## config.mk

```make
export PLATFORM = sky130hd
export DESIGN_NAME = rgb_led_pulse_width_serializer
export DESIGN_NICKNAME = d
export VERILOG_FILES = /design/src/rtl/core/rlps_pkg.sv /design/src/rtl/core/rgb_led_pulse_width_serializer.sv /design/src/rtl/core/rlps_front.sv /design/src/rtl/core/rlps_engine.sv
export SDC_FILE = /design/constraint.sdc
export NUM_CORES = 1
export LEC_CHECK = 0
export ABC_CLOCK_PERIOD_IN_PS = 10950
export BUFFER_PORTS_ARGS = -buffer_cell sky130_fd_sc_hd__buf_2
export CAP_MARGIN = 10
export CORE_MARGIN = 5
export CORE_UTILIZATION = 27
export DETAILED_ROUTE_END_ITERATION = 16
export PLACE_DENSITY_LB_ADDON = 0.3
export SYNTH_ARGS = -nofsm -noshare
export SYNTH_HDL_FRONTEND = slang
export SYNTH_SLANG_ARGS = --single-unit
```

## constraint.sdc

```tcl
create_clock -name clk -period 10.95 [get_ports clk]
set_input_delay 1.095 -clock clk [delete_from_list [all_inputs] [get_ports clk]]
set_output_delay 1.095 -clock clk [all_outputs]
set_load 0.05 [all_outputs]
```

## src/rtl/core/rlps_pkg.sv

```systemverilog
// Shared types, codes and helpers for the serial RGB LED pulse-width encoder.
// No dependencies; imported by every module of the block.
`default_nettype none

package rlps_pkg;

  localparam int BITS_PER_PIXEL = 24;          // 24..32, extra bits go out as zeros
  localparam int COLOR_W        = 24;
  localparam int PIX_W          = BITS_PER_PIXEL;
  localparam int BITCNT_W       = $clog2(BITS_PER_PIXEL);
  localparam int TIMER_W        = 16;
  localparam int BIT_TIME_W     = 12;
  localparam int CFG_IDX_W      = 3;
  localparam int CFG_DATA_W     = 16;

  // command codes on s_tuser
  localparam logic [1:0] CMD_IDLE  = 2'd0;
  localparam logic [1:0] CMD_SEND  = 2'd1;
  localparam logic [1:0] CMD_LATCH = 2'd2;

  // configuration register indexes
  localparam logic [CFG_IDX_W-1:0] REG_ONE_HIGH  = 3'd0;
  localparam logic [CFG_IDX_W-1:0] REG_ONE_LOW   = 3'd1;
  localparam logic [CFG_IDX_W-1:0] REG_ZERO_HIGH = 3'd2;
  localparam logic [CFG_IDX_W-1:0] REG_ZERO_LOW  = 3'd3;
  localparam logic [CFG_IDX_W-1:0] REG_LATCH     = 3'd4;

  localparam logic [BIT_TIME_W-1:0] ONE_HIGH_RST  = 12'd35;
  localparam logic [BIT_TIME_W-1:0] ONE_LOW_RST   = 12'd30;
  localparam logic [BIT_TIME_W-1:0] ZERO_HIGH_RST = 12'd17;
  localparam logic [BIT_TIME_W-1:0] ZERO_LOW_RST  = 12'd40;
  localparam logic [TIMER_W-1:0]    LATCH_RST     = 16'd350;

  typedef enum logic [1:0] {
    KIND_NONE,
    KIND_SEND,
    KIND_LATCH
  } kind_t;

  typedef struct packed {
    kind_t              kind;
    logic [COLOR_W-1:0] pixel;   // green, red, blue from the top down
  } item_t;

  typedef struct packed {
    logic [BIT_TIME_W-1:0] one_high;
    logic [BIT_TIME_W-1:0] one_low;
    logic [BIT_TIME_W-1:0] zero_high;
    logic [BIT_TIME_W-1:0] zero_low;
    logic [TIMER_W-1:0]    latch;
  } cfg_t;

  typedef struct packed {
    logic accepted;
    logic ready_res;
    logic line_level;
  } result_t;

  // a programmed zero is raised to one
  function automatic logic [TIMER_W-1:0] at_least_one(input logic [TIMER_W-1:0] v);
    at_least_one = (v == '0) ? TIMER_W'(1) : v;
  endfunction

endpackage

`default_nettype wire

```

## src/rtl/core/rgb_led_pulse_width_serializer.sv

```systemverilog
// Top level of the serial RGB LED pulse-width encoder: configuration
// registers, command front end and waveform engine. Depends on rlps_pkg,
// rlps_front and rlps_engine.
// Between an input transfer and its result lie the queue entry and then the
// registered result stage of one engine step; output stalls can hold it.
// Throughput: one tick per cycle while the output channel accepts results, limited by the single-step waveform engine.
// Reset: queue and result stage empty, line idle, timing registers at defaults.
`default_nettype none

module rgb_led_pulse_width_serializer (
  input  wire                             clk,
  input  wire                             rst,
  input  wire                             s_tvalid,
  output logic                            s_tready,
  input  wire  [23:0]                     s_tdata,    // red, green, blue from bit 0 up
  input  wire  [1:0]                      s_tuser,    // cmd
  output logic                            m_tvalid,
  input  wire                             m_tready,
  output logic [7:0]                      m_tdata,    // line_level, ready_res, accepted
  input  wire                             cfg_valid,
  output logic                            cfg_ready,
  input  wire  [rlps_pkg::CFG_IDX_W-1:0]  cfg_index,
  input  wire  [rlps_pkg::CFG_DATA_W-1:0] cfg_data
);
  import rlps_pkg::*;

  cfg_t   cfg;
  item_t  item;
  logic   item_valid;
  logic   item_ready;

  assign cfg_ready = 1'b1;

  always_ff @(posedge clk) begin
    if (rst) begin
      cfg.one_high  <= ONE_HIGH_RST;
      cfg.one_low   <= ONE_LOW_RST;
      cfg.zero_high <= ZERO_HIGH_RST;
      cfg.zero_low  <= ZERO_LOW_RST;
      cfg.latch     <= LATCH_RST;
    end else if (cfg_valid && cfg_ready) begin
      unique case (cfg_index)
        REG_ONE_HIGH:  cfg.one_high  <= cfg_data[BIT_TIME_W-1:0];
        REG_ONE_LOW:   cfg.one_low   <= cfg_data[BIT_TIME_W-1:0];
        REG_ZERO_HIGH: cfg.zero_high <= cfg_data[BIT_TIME_W-1:0];
        REG_ZERO_LOW:  cfg.zero_low  <= cfg_data[BIT_TIME_W-1:0];
        REG_LATCH:     cfg.latch     <= cfg_data[TIMER_W-1:0];
        default: ;
      endcase
    end
  end

  rlps_front u_front (
    .clk        (clk),
    .rst        (rst),
    .s_tvalid   (s_tvalid),
    .s_tready   (s_tready),
    .s_tdata    (s_tdata),
    .s_tuser    (s_tuser),
    .item_valid (item_valid),
    .item_ready (item_ready),
    .item       (item)
  );

  rlps_engine u_engine (
    .clk        (clk),
    .rst        (rst),
    .cfg        (cfg),
    .item_valid (item_valid),
    .item_ready (item_ready),
    .item       (item),
    .m_tvalid   (m_tvalid),
    .m_tready   (m_tready),
    .m_tdata    (m_tdata)
  );

endmodule

`default_nettype wire

```

## src/rtl/core/rlps_front.sv

```systemverilog
// Front end: decodes the command of each input transfer and holds it in a
// two-entry queue for the waveform engine. Depends on rlps_pkg.
`default_nettype none

module rlps_front (
  input  wire                          clk,
  input  wire                          rst,
  input  wire                          s_tvalid,
  output logic                         s_tready,
  input  wire  [rlps_pkg::COLOR_W-1:0] s_tdata,   // red, green, blue from bit 0 up
  input  wire  [1:0]                   s_tuser,   // cmd
  output logic                         item_valid,
  input  wire                          item_ready,
  output rlps_pkg::item_t              item
);
  import rlps_pkg::*;

  item_t       queue [2];
  logic        wr_ptr;
  logic        rd_ptr;
  logic [1:0]  count;
  item_t       decoded;
  logic        push;
  logic        pop;

  always_comb begin
    decoded.pixel = {s_tdata[15:8], s_tdata[7:0], s_tdata[23:16]};
    unique case (s_tuser)
      CMD_SEND:  decoded.kind = KIND_SEND;
      CMD_LATCH: decoded.kind = KIND_LATCH;
      default:   decoded.kind = KIND_NONE;
    endcase
  end

  assign s_tready   = (count != 2'd2);
  assign push       = s_tvalid && s_tready;
  assign item_valid = (count != 2'd0);
  assign pop        = item_valid && item_ready;
  assign item       = queue[rd_ptr];

  always_ff @(posedge clk) begin
    if (push) begin
      queue[wr_ptr] <= decoded;
    end
  end

  always_ff @(posedge clk) begin
    if (rst) begin
      wr_ptr <= 1'b0;
      rd_ptr <= 1'b0;
      count  <= 2'd0;
    end else begin
      if (push) wr_ptr <= ~wr_ptr;
      if (pop)  rd_ptr <= ~rd_ptr;
      count <= count + 2'(push) - 2'(pop);
    end
  end

  a_count_bound: assert property (@(posedge clk) disable iff (rst) count != 2'd3)
    else $error("front queue count out of range");
  a_pop_only: assert property (@(posedge clk) disable iff (rst)
    pop && !push |=> count == $past(count) - 2'd1)
    else $error("front queue count did not drop on a lone pop");
  a_push_only: assert property (@(posedge clk) disable iff (rst)
    push && !pop |=> count == $past(count) + 2'd1)
    else $error("front queue count did not rise on a lone push");

endmodule

`default_nettype wire

```

## src/rtl/core/rlps_engine.sv

```systemverilog
// Back end: pulse-width waveform engine, one queued tick per cycle while the output
// channel does not stall, with a registered result stage toward it. Depends on rlps_pkg.
`default_nettype none

module rlps_engine (
  input  wire              clk,
  input  wire              rst,
  input  rlps_pkg::cfg_t   cfg,
  input  wire              item_valid,
  output logic             item_ready,
  input  rlps_pkg::item_t  item,
  output logic             m_tvalid,
  input  wire              m_tready,
  output logic [7:0]       m_tdata    // line_level, ready_res, accepted from bit 0 up
);
  import rlps_pkg::*;

  typedef enum logic [1:0] {
    PH_IDLE,
    PH_HIGH,
    PH_LOW,
    PH_LATCH
  } phase_t;

  phase_t               phase, phase_next;
  logic [PIX_W-1:0]     shift_bits, shift_bits_next;
  logic [BITCNT_W-1:0]  bits_left, bits_left_next;
  logic [TIMER_W-1:0]   cycle_timer, cycle_timer_next;
  result_t              result, result_next;
  logic                 pop;

  function automatic logic [TIMER_W-1:0] high_time(input cfg_t c, input logic b);
    high_time = at_least_one(TIMER_W'(b ? c.one_high : c.zero_high));
  endfunction

  function automatic logic [TIMER_W-1:0] low_time(input cfg_t c, input logic b);
    low_time = at_least_one(TIMER_W'(b ? c.one_low : c.zero_low));
  endfunction

  assign item_ready = !m_tvalid || m_tready;
  assign pop        = item_valid && item_ready;
  assign m_tdata    = {5'b0, result};

  always_comb begin
    phase_next       = phase;
    shift_bits_next  = shift_bits;
    bits_left_next   = bits_left;
    cycle_timer_next = cycle_timer;
    result_next.line_level = 1'b0;
    result_next.ready_res  = (phase == PH_IDLE);
    result_next.accepted   = 1'b0;

    if (phase == PH_IDLE) begin
      unique case (item.kind)
        KIND_SEND: begin
          shift_bits_next  = PIX_W'(item.pixel) << (PIX_W - COLOR_W);
          bits_left_next   = BITCNT_W'(BITS_PER_PIXEL - 1);
          phase_next       = PH_HIGH;
          cycle_timer_next = high_time(cfg, item.pixel[COLOR_W-1]);
          result_next.accepted = 1'b1;
        end
        KIND_LATCH: begin
          phase_next       = PH_LATCH;
          cycle_timer_next = at_least_one(cfg.latch);
          result_next.accepted = 1'b1;
        end
        default: ;
      endcase
    end

    if (phase_next != PH_IDLE) begin
      result_next.line_level = (phase_next == PH_HIGH);
      // timer holds cycles left including this one, so 1 means last cycle
      if (cycle_timer_next == TIMER_W'(1)) begin
        unique case (phase_next)
          PH_HIGH: begin
            phase_next       = PH_LOW;
            cycle_timer_next = low_time(cfg, shift_bits_next[PIX_W-1]);
          end
          PH_LOW: begin
            if (bits_left_next == '0) begin
              phase_next = PH_IDLE;
            end else begin
              shift_bits_next  = shift_bits_next << 1;
              bits_left_next   = bits_left_next - BITCNT_W'(1);
              phase_next       = PH_HIGH;
              cycle_timer_next = high_time(cfg, shift_bits_next[PIX_W-1]);
            end
          end
          default: phase_next = PH_IDLE;
        endcase
      end else begin
        cycle_timer_next = cycle_timer_next - TIMER_W'(1);
      end
    end
  end

  always_ff @(posedge clk) begin
    if (rst) begin
      phase       <= PH_IDLE;
      shift_bits  <= '0;
      bits_left   <= '0;
      cycle_timer <= '0;
      m_tvalid    <= 1'b0;
    end else begin
      if (pop) begin
        phase       <= phase_next;
        shift_bits  <= shift_bits_next;
        bits_left   <= bits_left_next;
        cycle_timer <= cycle_timer_next;
      end
      m_tvalid <= pop || (m_tvalid && !m_tready);
    end
    if (pop) begin
      result <= result_next;
    end
  end

  a_timer_live: assert property (@(posedge clk) disable iff (rst)
    phase != PH_IDLE |-> cycle_timer != '0)
    else $error("active phase with an expired timer");
  // a latch programmed to zero or one may already be over, a pixel always spans a high and a low
  a_take_starts: assert property (@(posedge clk) disable iff (rst)
    pop && phase == PH_IDLE && item.kind == KIND_SEND |=> phase != PH_IDLE)
    else $error("accepted pixel did not leave idle");
  a_accept_when_ready: assert property (@(posedge clk) disable iff (rst)
    m_tvalid && result.accepted |-> result.ready_res)
    else $error("command reported taken while busy");
  a_latch_low: assert property (@(posedge clk) disable iff (rst)
    pop && phase == PH_LATCH |=> !result.line_level)
    else $error("line driven high during latch");

endmodule

`default_nettype wire
```

==> qor.yml, run 1 <==
max_slew_margin_pct: 40.0
cts_max_path_buffers: 2
core_area_um2: 31600
cap_viol_max_count: 0
setup_viol: 0
synth.top_cell.area_share_pct: 27.1
die_x_um: 189
ys_ff_latch: 172
hold_end: "cfg[46]"
ir_drop_uv: 105
hold_buffers: 0
synth_ff_type: "dfxtp_1"
cp-end-kind: "flop"
r2r_cells: 14
clock.fmax_mhz: 192
whs_ns: 0.473
path_max_fanout: 27
synth_largest_area_cell: "dfxtp_1"
synth_enable_flop_cells: 55
wl_per_cell_um: 17.7
required_ns: 11.23
nets: 1055
cts.sink_count: 172
slew_violations: 0
min_period_ns: 5.20
avgSynthCellArea_um2: 8.82
wirelength_mm: 25.0
grt_pass1_wl_mm: 39.0
antenna_found_initial: 0
rows: 65
status: "completed"
cts-root-buf: "clkbuf_16"
critPathLaunchType: "flop"
io_buffer_count: 54
syn_inst: 981
worstHoldPathType: "flop to flop"
synth_area_leaders: "dfxtp_1 27%, edfxtp_1 19%, mux2i_1 9.5%, nand2_1 7.3%, a21oi_1 5.3%"
clk_latency_ns: 0.44
num_vias: 7289
routabilityCongestion: 0.947
stdcell_count: 1413
async_flop_share_pct: 0
area_growth_pct: 13.6
crit_type: "flop to flop"
cp.arrival_ns: 5.49
start_util_pct: 27.4
drt_iter0_markers: 693
hold_viol: 0
ys_warn_count: 0
hpwlAfterDp_mm: 17.4
fillers: 3289
grt_max_degree: 71
post_cts_buffers: 0
htree_levels: 4
fin_worst_skew_ns: 0.0107
min_path_cells: 2
r2r_end: "u_engine.cycle_timer[6]"
tns_ns: 0
viasPerCell: 5.16
grt_pass1_vias: 6863
dieArea_um2: 35700
cts_resized: 0
dpl.cell_count: 1381
dieHeight_um: 189
rrSetupSlack_ns: 5.75
synth.distinct_cells: 66
layout-drive-gt1-share_pct: 13.1
grt_use_total_pct: 13.7
hp-start: "cfg[46]"
yosysSeqAreaShare_pct: 46.2
min_period_over_period_pct: 47.5
cts_made_buffers: 17
first_pass_iters: 6
drt_drc_violations_left: 0
syn_area_um2: 8650
cellLeakagePower_uw: 0.00372
diodes: 0
gr-total-overflow: 0
clkTransAtPathRegs_ns: 0.07
rsz0062_at_grt: "false"
io_pins: 61
worst_pin_slew_ns: 0.901
final_antenna_net_count: 0
p_per_area_nw_per_um2: 287
cts_tree: "built"
[critical path: stages (launching register included)]
cell and delay [ns]:
dfxtp_2 0.89, mux2i_1 0.32, inv_1 0.06, ha_1 0.54, or3_1 0.42, clkinv_4 0.24, and3_1 0.25, a221oi_2 0.28
ha_1 0.26, nand3b_4 0.08, or2_1 0.23, or3_1 0.66, or4_1 0.60, o2111ai_1 0.13, a21oi_1 0.09
[sequential cells by signal, indices dropped and copies added (netlist names), 2 cells and up, named ones only]
name and count:
u_engine.cycle_timer 16, u_front.queue 52, u_front.count 2, u_engine.shift_bits 24
u_engine.phase 2, u_engine.m_tdata 3, u_engine.bits_left 5, cfg 64
[synth_stat cells (4+ instances only)]
master,instances
o22ai_1,7
a22oi_1,5
o21ai_0,31
a31oi_1,13
xor2_1,5
buf_6,5
mux2_2,4
nand2_1,169
nor4_1,17
o221ai_1,4
buf_4,7
mux2_1,4
o31a_1,8
inv_1,12
nor3_2,19
nor3b_1,5
clkbuf_1,49
buf_2,9
nor2b_1,5
dfxtp_1,117
nor2_1,110
mux2i_1,82
nor3_1,19
o311a_1,4
nand2b_1,4
edfxtp_1,55
nand3_1,37
a311oi_1,5
ha_1,7
o21a_1,5
o211ai_1,4
and3_1,7
a21oi_1,92
[cell usage in the layout, fill, tap and decap left out, types with 19 or more instances in the layout]
| cell type | Yosys | routed |
|---|---|---|
| a21oi_1 | 92 | 92 |
| o21ai_0 | 31 | 31 |
| edfxtp_1 | 55 | 55 |
| dfxtp_1 | 117 | 116 |
| nand2_1 | 169 | 169 |
| nor3_2 | 19 | 19 |
| nand3_1 | 37 | 37 |
| nor3_1 | 19 | 19 |
| nor2_1 | 110 | 109 |
| buf_2 | 9 | 53 |
| mux2i_1 | 82 | 80 |
[power breakdown]
group	switching [uW]	total, uW	leakage, uW	internal (uW)
sequential	100	883	0.00147	783
clock	262	646	0.000308	384
combinational	842	1300	0.00195	454
[worst max-delay path by stage]
stage                     from                 endpoint  slack, ns  depth (start not counted)
final                     flop  u_engine.cycle_timer[6]       5.75                         14
after floorplan           flop  u_engine.cycle_timer[6]       6.52                         20
after global routing      flop  u_engine.cycle_timer[6]       5.27                         14
after detailed placement  flop  u_engine.cycle_timer[6]       5.74                         14
after CTS                 flop  u_engine.cycle_timer[6]       5.71                         14
after global placement    flop  u_engine.cycle_timer[6]       5.86                         13
[routing by layer]
metal / part of all wire (%) / GRT usage [%]
met1: 45 / 18.2
met2: 48 / 22.3
met3: 5.0 / 2.82
met4: 2.1 / 5.02
met5: 0 / 0
[metrics by stage]
step,setup slack (ns),power (uW),area [um2],util [%]
detailed placement,5.74,2170,9210,29.1
global placement,5.86,2160,9210,29.1
global route,5.27,3000,9830,31.1
floorplan,6.52,1860,8670,-
CTS,5.71,2830,9830,31.1
finish,5.75,2830,9830,31.1
[cell families after synthesis]
logic type                 share of synthesized area (%)
buffers and inverters                               4.61
other                                             0.0868
AOI/OAI and AO/OA                                   14.5
adders and majority gates                           1.01
and+or+nand+nor                                     22.1
DFF                                                 46.2
xor gates and xnor gates                           0.810
muxes                                               10.7
[final cells by class]
type                            instances  area [um2]  area share, %
Multi-Input combinational cell        728        4300           43.7
Tap cell                              402         503           5.12
Sequential cell                       172        4000           40.6
Clock buffer                           19         433           4.40
Timing Repair Buffer                   66         363           3.69
Inverter                               13        53.8          0.547
Clock inverter                         13         186           1.90
Power figures use the tool's default switching activity.
==> run 2, diff against run 1 <==
--- a/config.mk
+++ b/config.mk
@@ -5,7 +5,7 @@
 export SDC_FILE = /design/constraint.sdc
 export NUM_CORES = 1
 export LEC_CHECK = 0
-export ABC_CLOCK_PERIOD_IN_PS = 10950
+export ABC_CLOCK_PERIOD_IN_PS = 4400
 export BUFFER_PORTS_ARGS = -buffer_cell sky130_fd_sc_hd__buf_2
 export CAP_MARGIN = 10
 export CORE_MARGIN = 5
==> constraint.sdc (replaced) <==
create_clock -name clk -period 4.4 [get_ports clk]
set_input_delay 0.44 -clock clk [delete_from_list [all_inputs] [get_ports clk]]
set_output_delay 0.44 -clock clk [all_outputs]
set_load 0.05 [all_outputs]
==> qor.yml, run 2 (same netlist as run 1, synthesis figures left out) <==
gr-total-overflow: 0  # unchanged
rows: 65  # unchanged
dieHeight_um: 189  # unchanged
stdcell_count: 1424  # was 1413
hold_buffers: 0  # unchanged
setup_slack_ns: 0.451  # was 5.75 ns
cts_made_buffers: 17  # unchanged
worst_pin_slew_ns: 0.989  # was 0.901 ns
final_common_cell: "nand2_1"  # unchanged
clk_latency_ns: 0.44  # about the same
tns_ns: 0  # unchanged
worstHoldPathType: "primary input to flop"  # was flop to flop
crit_slowest_cell: "a41oi_1"  # was dfxtp_2
final_cell_mix: "169 x nand2_1, 116 x dfxtp_1, 109 x nor2_1"  # unchanged
grt_pass1_wl_mm: 39.0  # about the same
max_stage_delay_ns: 0.64  # was 0.89 ns
reg_top3: "cfg: 64 flops, u_front.queue: 52 flops, u_engine.shift_bits: 24 flops"  # unchanged
fin_worst_skew_ns: 0.0108  # was 0.0107 ns
p_switching_uw: 3020  # was 1200 uW
cp_common_cell: "nor2_1"
cts-root-buf: "clkbuf_16"  # unchanged
crit_buf_inv: 1  # was 2
p_int_uw: 3940  # was 1620 uW
crit_family: "simple AND/OR/NAND/NOR gates"  # unchanged
dpl.cell_count: 1392  # was 1381
final_antenna_net_count: 0  # unchanged
netSwitchingFraction_pct: 43.4  # was 42.6%
post-place-ws_ns: 0.280  # was 5.74 ns
ir_drop_uv: 279  # was 105 uV
crit_type: "flop to flop"  # unchanged
slew_violations: 0  # unchanged
largest_reg_flops: 64  # unchanged
hold_viol: 0  # unchanged
dieArea_um2: 35700  # unchanged
grt_pass1_vias: 6909  # was 6863
max_slew_margin_pct: 34.0  # was 40.0%
diodes: 0  # unchanged
routabilityCongestion: 0.960  # was 0.947
drt_iter0_markers: 760  # was 693
cts.sink_count: 172  # unchanged
status: "completed"  # unchanged
nets: 1066  # was 1055
power_frac_seq_pct: 30.2  # was 31.3%
hpwlAfterDp_mm: 17.3  # was 17.4 mm
htree_levels: 4  # unchanged
path_depth: 14  # unchanged
path_max_fanout: 7  # was 27
regMostFlops: "cfg"  # unchanged
wl_per_cell_um: 17.4  # was 17.7 um
num_vias: 7302  # was 7289
core_area_um2: 31600  # unchanged
grt_max_degree: 55  # was 71
cp.arrival_ns: 4.25  # was 5.49 ns
viasPerCell: 5.13  # was 5.16
min_period_ns: 3.95  # was 5.20 ns
combPwrFrac_pct: 48.8  # was 45.9%
io_pins: 61  # unchanged
min_period_over_period_pct: 89.8  # was 47.5%
whs_ns: 0.189  # was 0.473 ns
cap_viol_max_count: 0  # unchanged
start_util_pct: 27.4  # unchanged
cts_max_path_buffers: 2  # unchanged
wirelength_mm: 24.7  # was 25.0 mm
first_pass_iters: 5  # was 6
area_growth_pct: 14.0  # was 13.6%
clkTransAtPathRegs_ns: 0.07  # about the same
r2r_cells: 14  # unchanged
required_ns: 4.70  # was 11.23 ns
worstPathCellList: "mux2i_1 > ha_1 > or3b_2 > nor2_1 > a22oi_1 > buf_4 > ha_1 > nor3b_1 > a41oi_1 > nor2_1 > mux2i_1 > a21oi_1 > a22oi_1 > nor2_1"  # was mux2i_1 > inv_1 > ha_1 > or3_1 > clkinv_4 > and3_1 > a221oi_2 > ha_1 > nand3b_4 > or2_1 > or3_1 > or4_1 > o2111ai_1 > a21oi_1
rsz0062_at_grt: "false"  # unchanged
clock.fmax_mhz: 253  # was 192 MHz
crit_end: "u_engine.cycle_timer[4]"  # was u_engine.cycle_timer[6]
critPathLaunchType: "flop"  # unchanged
cp-end-kind: "flop"  # unchanged
drt_drc_violations_left: 0  # unchanged
setup_viol: 0  # unchanged
grt_use_total_pct: 13.7  # about the same
antenna_found_initial: 0  # unchanged
io_buffer_count: 54  # unchanged
p_clk_share_pct: 21.0  # was 22.9%
rrSetupSlack_ns: 0.45  # was 5.75 ns
layout-drive-gt1-share_pct: 14.2  # was 13.1%
p_per_area_nw_per_um2: 705  # was 287 nW/um2
r2r_end: "u_engine.cycle_timer[4]"  # was u_engine.cycle_timer[6]
cts_tree: "built"  # unchanged
cellLeakagePower_uw: 0.00374  # was 0.00372 uW
die_x_um: 189  # unchanged
-- run 2: worst min-delay path by stage --
| stage | from | end | cells past startpoint |
|---|---|---|---|
| 2_1_floorplan | u_engine.cycle_timer[5] | u_engine.cycle_timer[5] | 2 |
| 6_report | s_tdata[7] | u_front.queue[0][15] | 1 |
| 4_1_cts | s_tdata[5] | u_front.queue[1][13] | 1 |
| 3_5_place_dp | cfg[51] | cfg[51] | 2 |
| 5_1_grt | s_tdata[5] | u_front.queue[1][13] | 1 |
| 3_3_place_gp | cfg[47] | cfg[47] | 2 |
-- run 2: stage by stage --
step                instance area (um2)  power [uW]  util, %
floorplan                          8670        4630        -
global placement                   9290        5470     29.4
detailed placement                 9290        5500     29.4
CTS                                9860        6970     31.2
global route                       9860        7450     31.2
finish                             9860        6950     31.2
-- run 2: layout make-up --
cell class,count,area (um2)
Fill cell,3303,21800
Multi-Input combinational cell,728,4300
Sequential cell,172,4000
Tap cell,402,503
Timing Repair Buffer,77,445
Clock buffer,17,425
Clock inverter,15,140
Inverter,13,53.8
-- run 2: routing by layer --
layer	track usage, %	routed length (um)
met5	0	0
met4	6.53	890
met3	2.40	1130
met2	21.7	11600
met1	18.3	11100
-- run 2: power by group through the flow --
stage	Sequential, uW	Clock, uW	Combinational (uW)
after floorplan	2140	0	2490
after global placement	2130	0	3340
after detailed placement	2130	0	3370
after CTS	2100	1490	3380
after global routing	2130	1560	3760
final	2100	1460	3400
-- run 2: repair_timing --
| action | 4_1_cts | 5_1_grt |
|---|---|---|
| buffers inserted | 0 | 0 |
| setup endpoints to repair | 0 | 5 |
| resized for setup | 0 | 1 |
-- run 2: worst register-to-register path, cell delays in order (launching register included) --
cell     delay (ns)
dfxtp_2        0.39
mux2i_1        0.26
ha_1           0.38
or3b_2         0.49
nor2_1         0.25
a22oi_1        0.14
buf_4          0.19
ha_1           0.26
nor3b_1        0.16
a41oi_1        0.64
nor2_1         0.17
mux2i_1        0.19
a21oi_1        0.08
a22oi_1        0.15
nor2_1         0.06
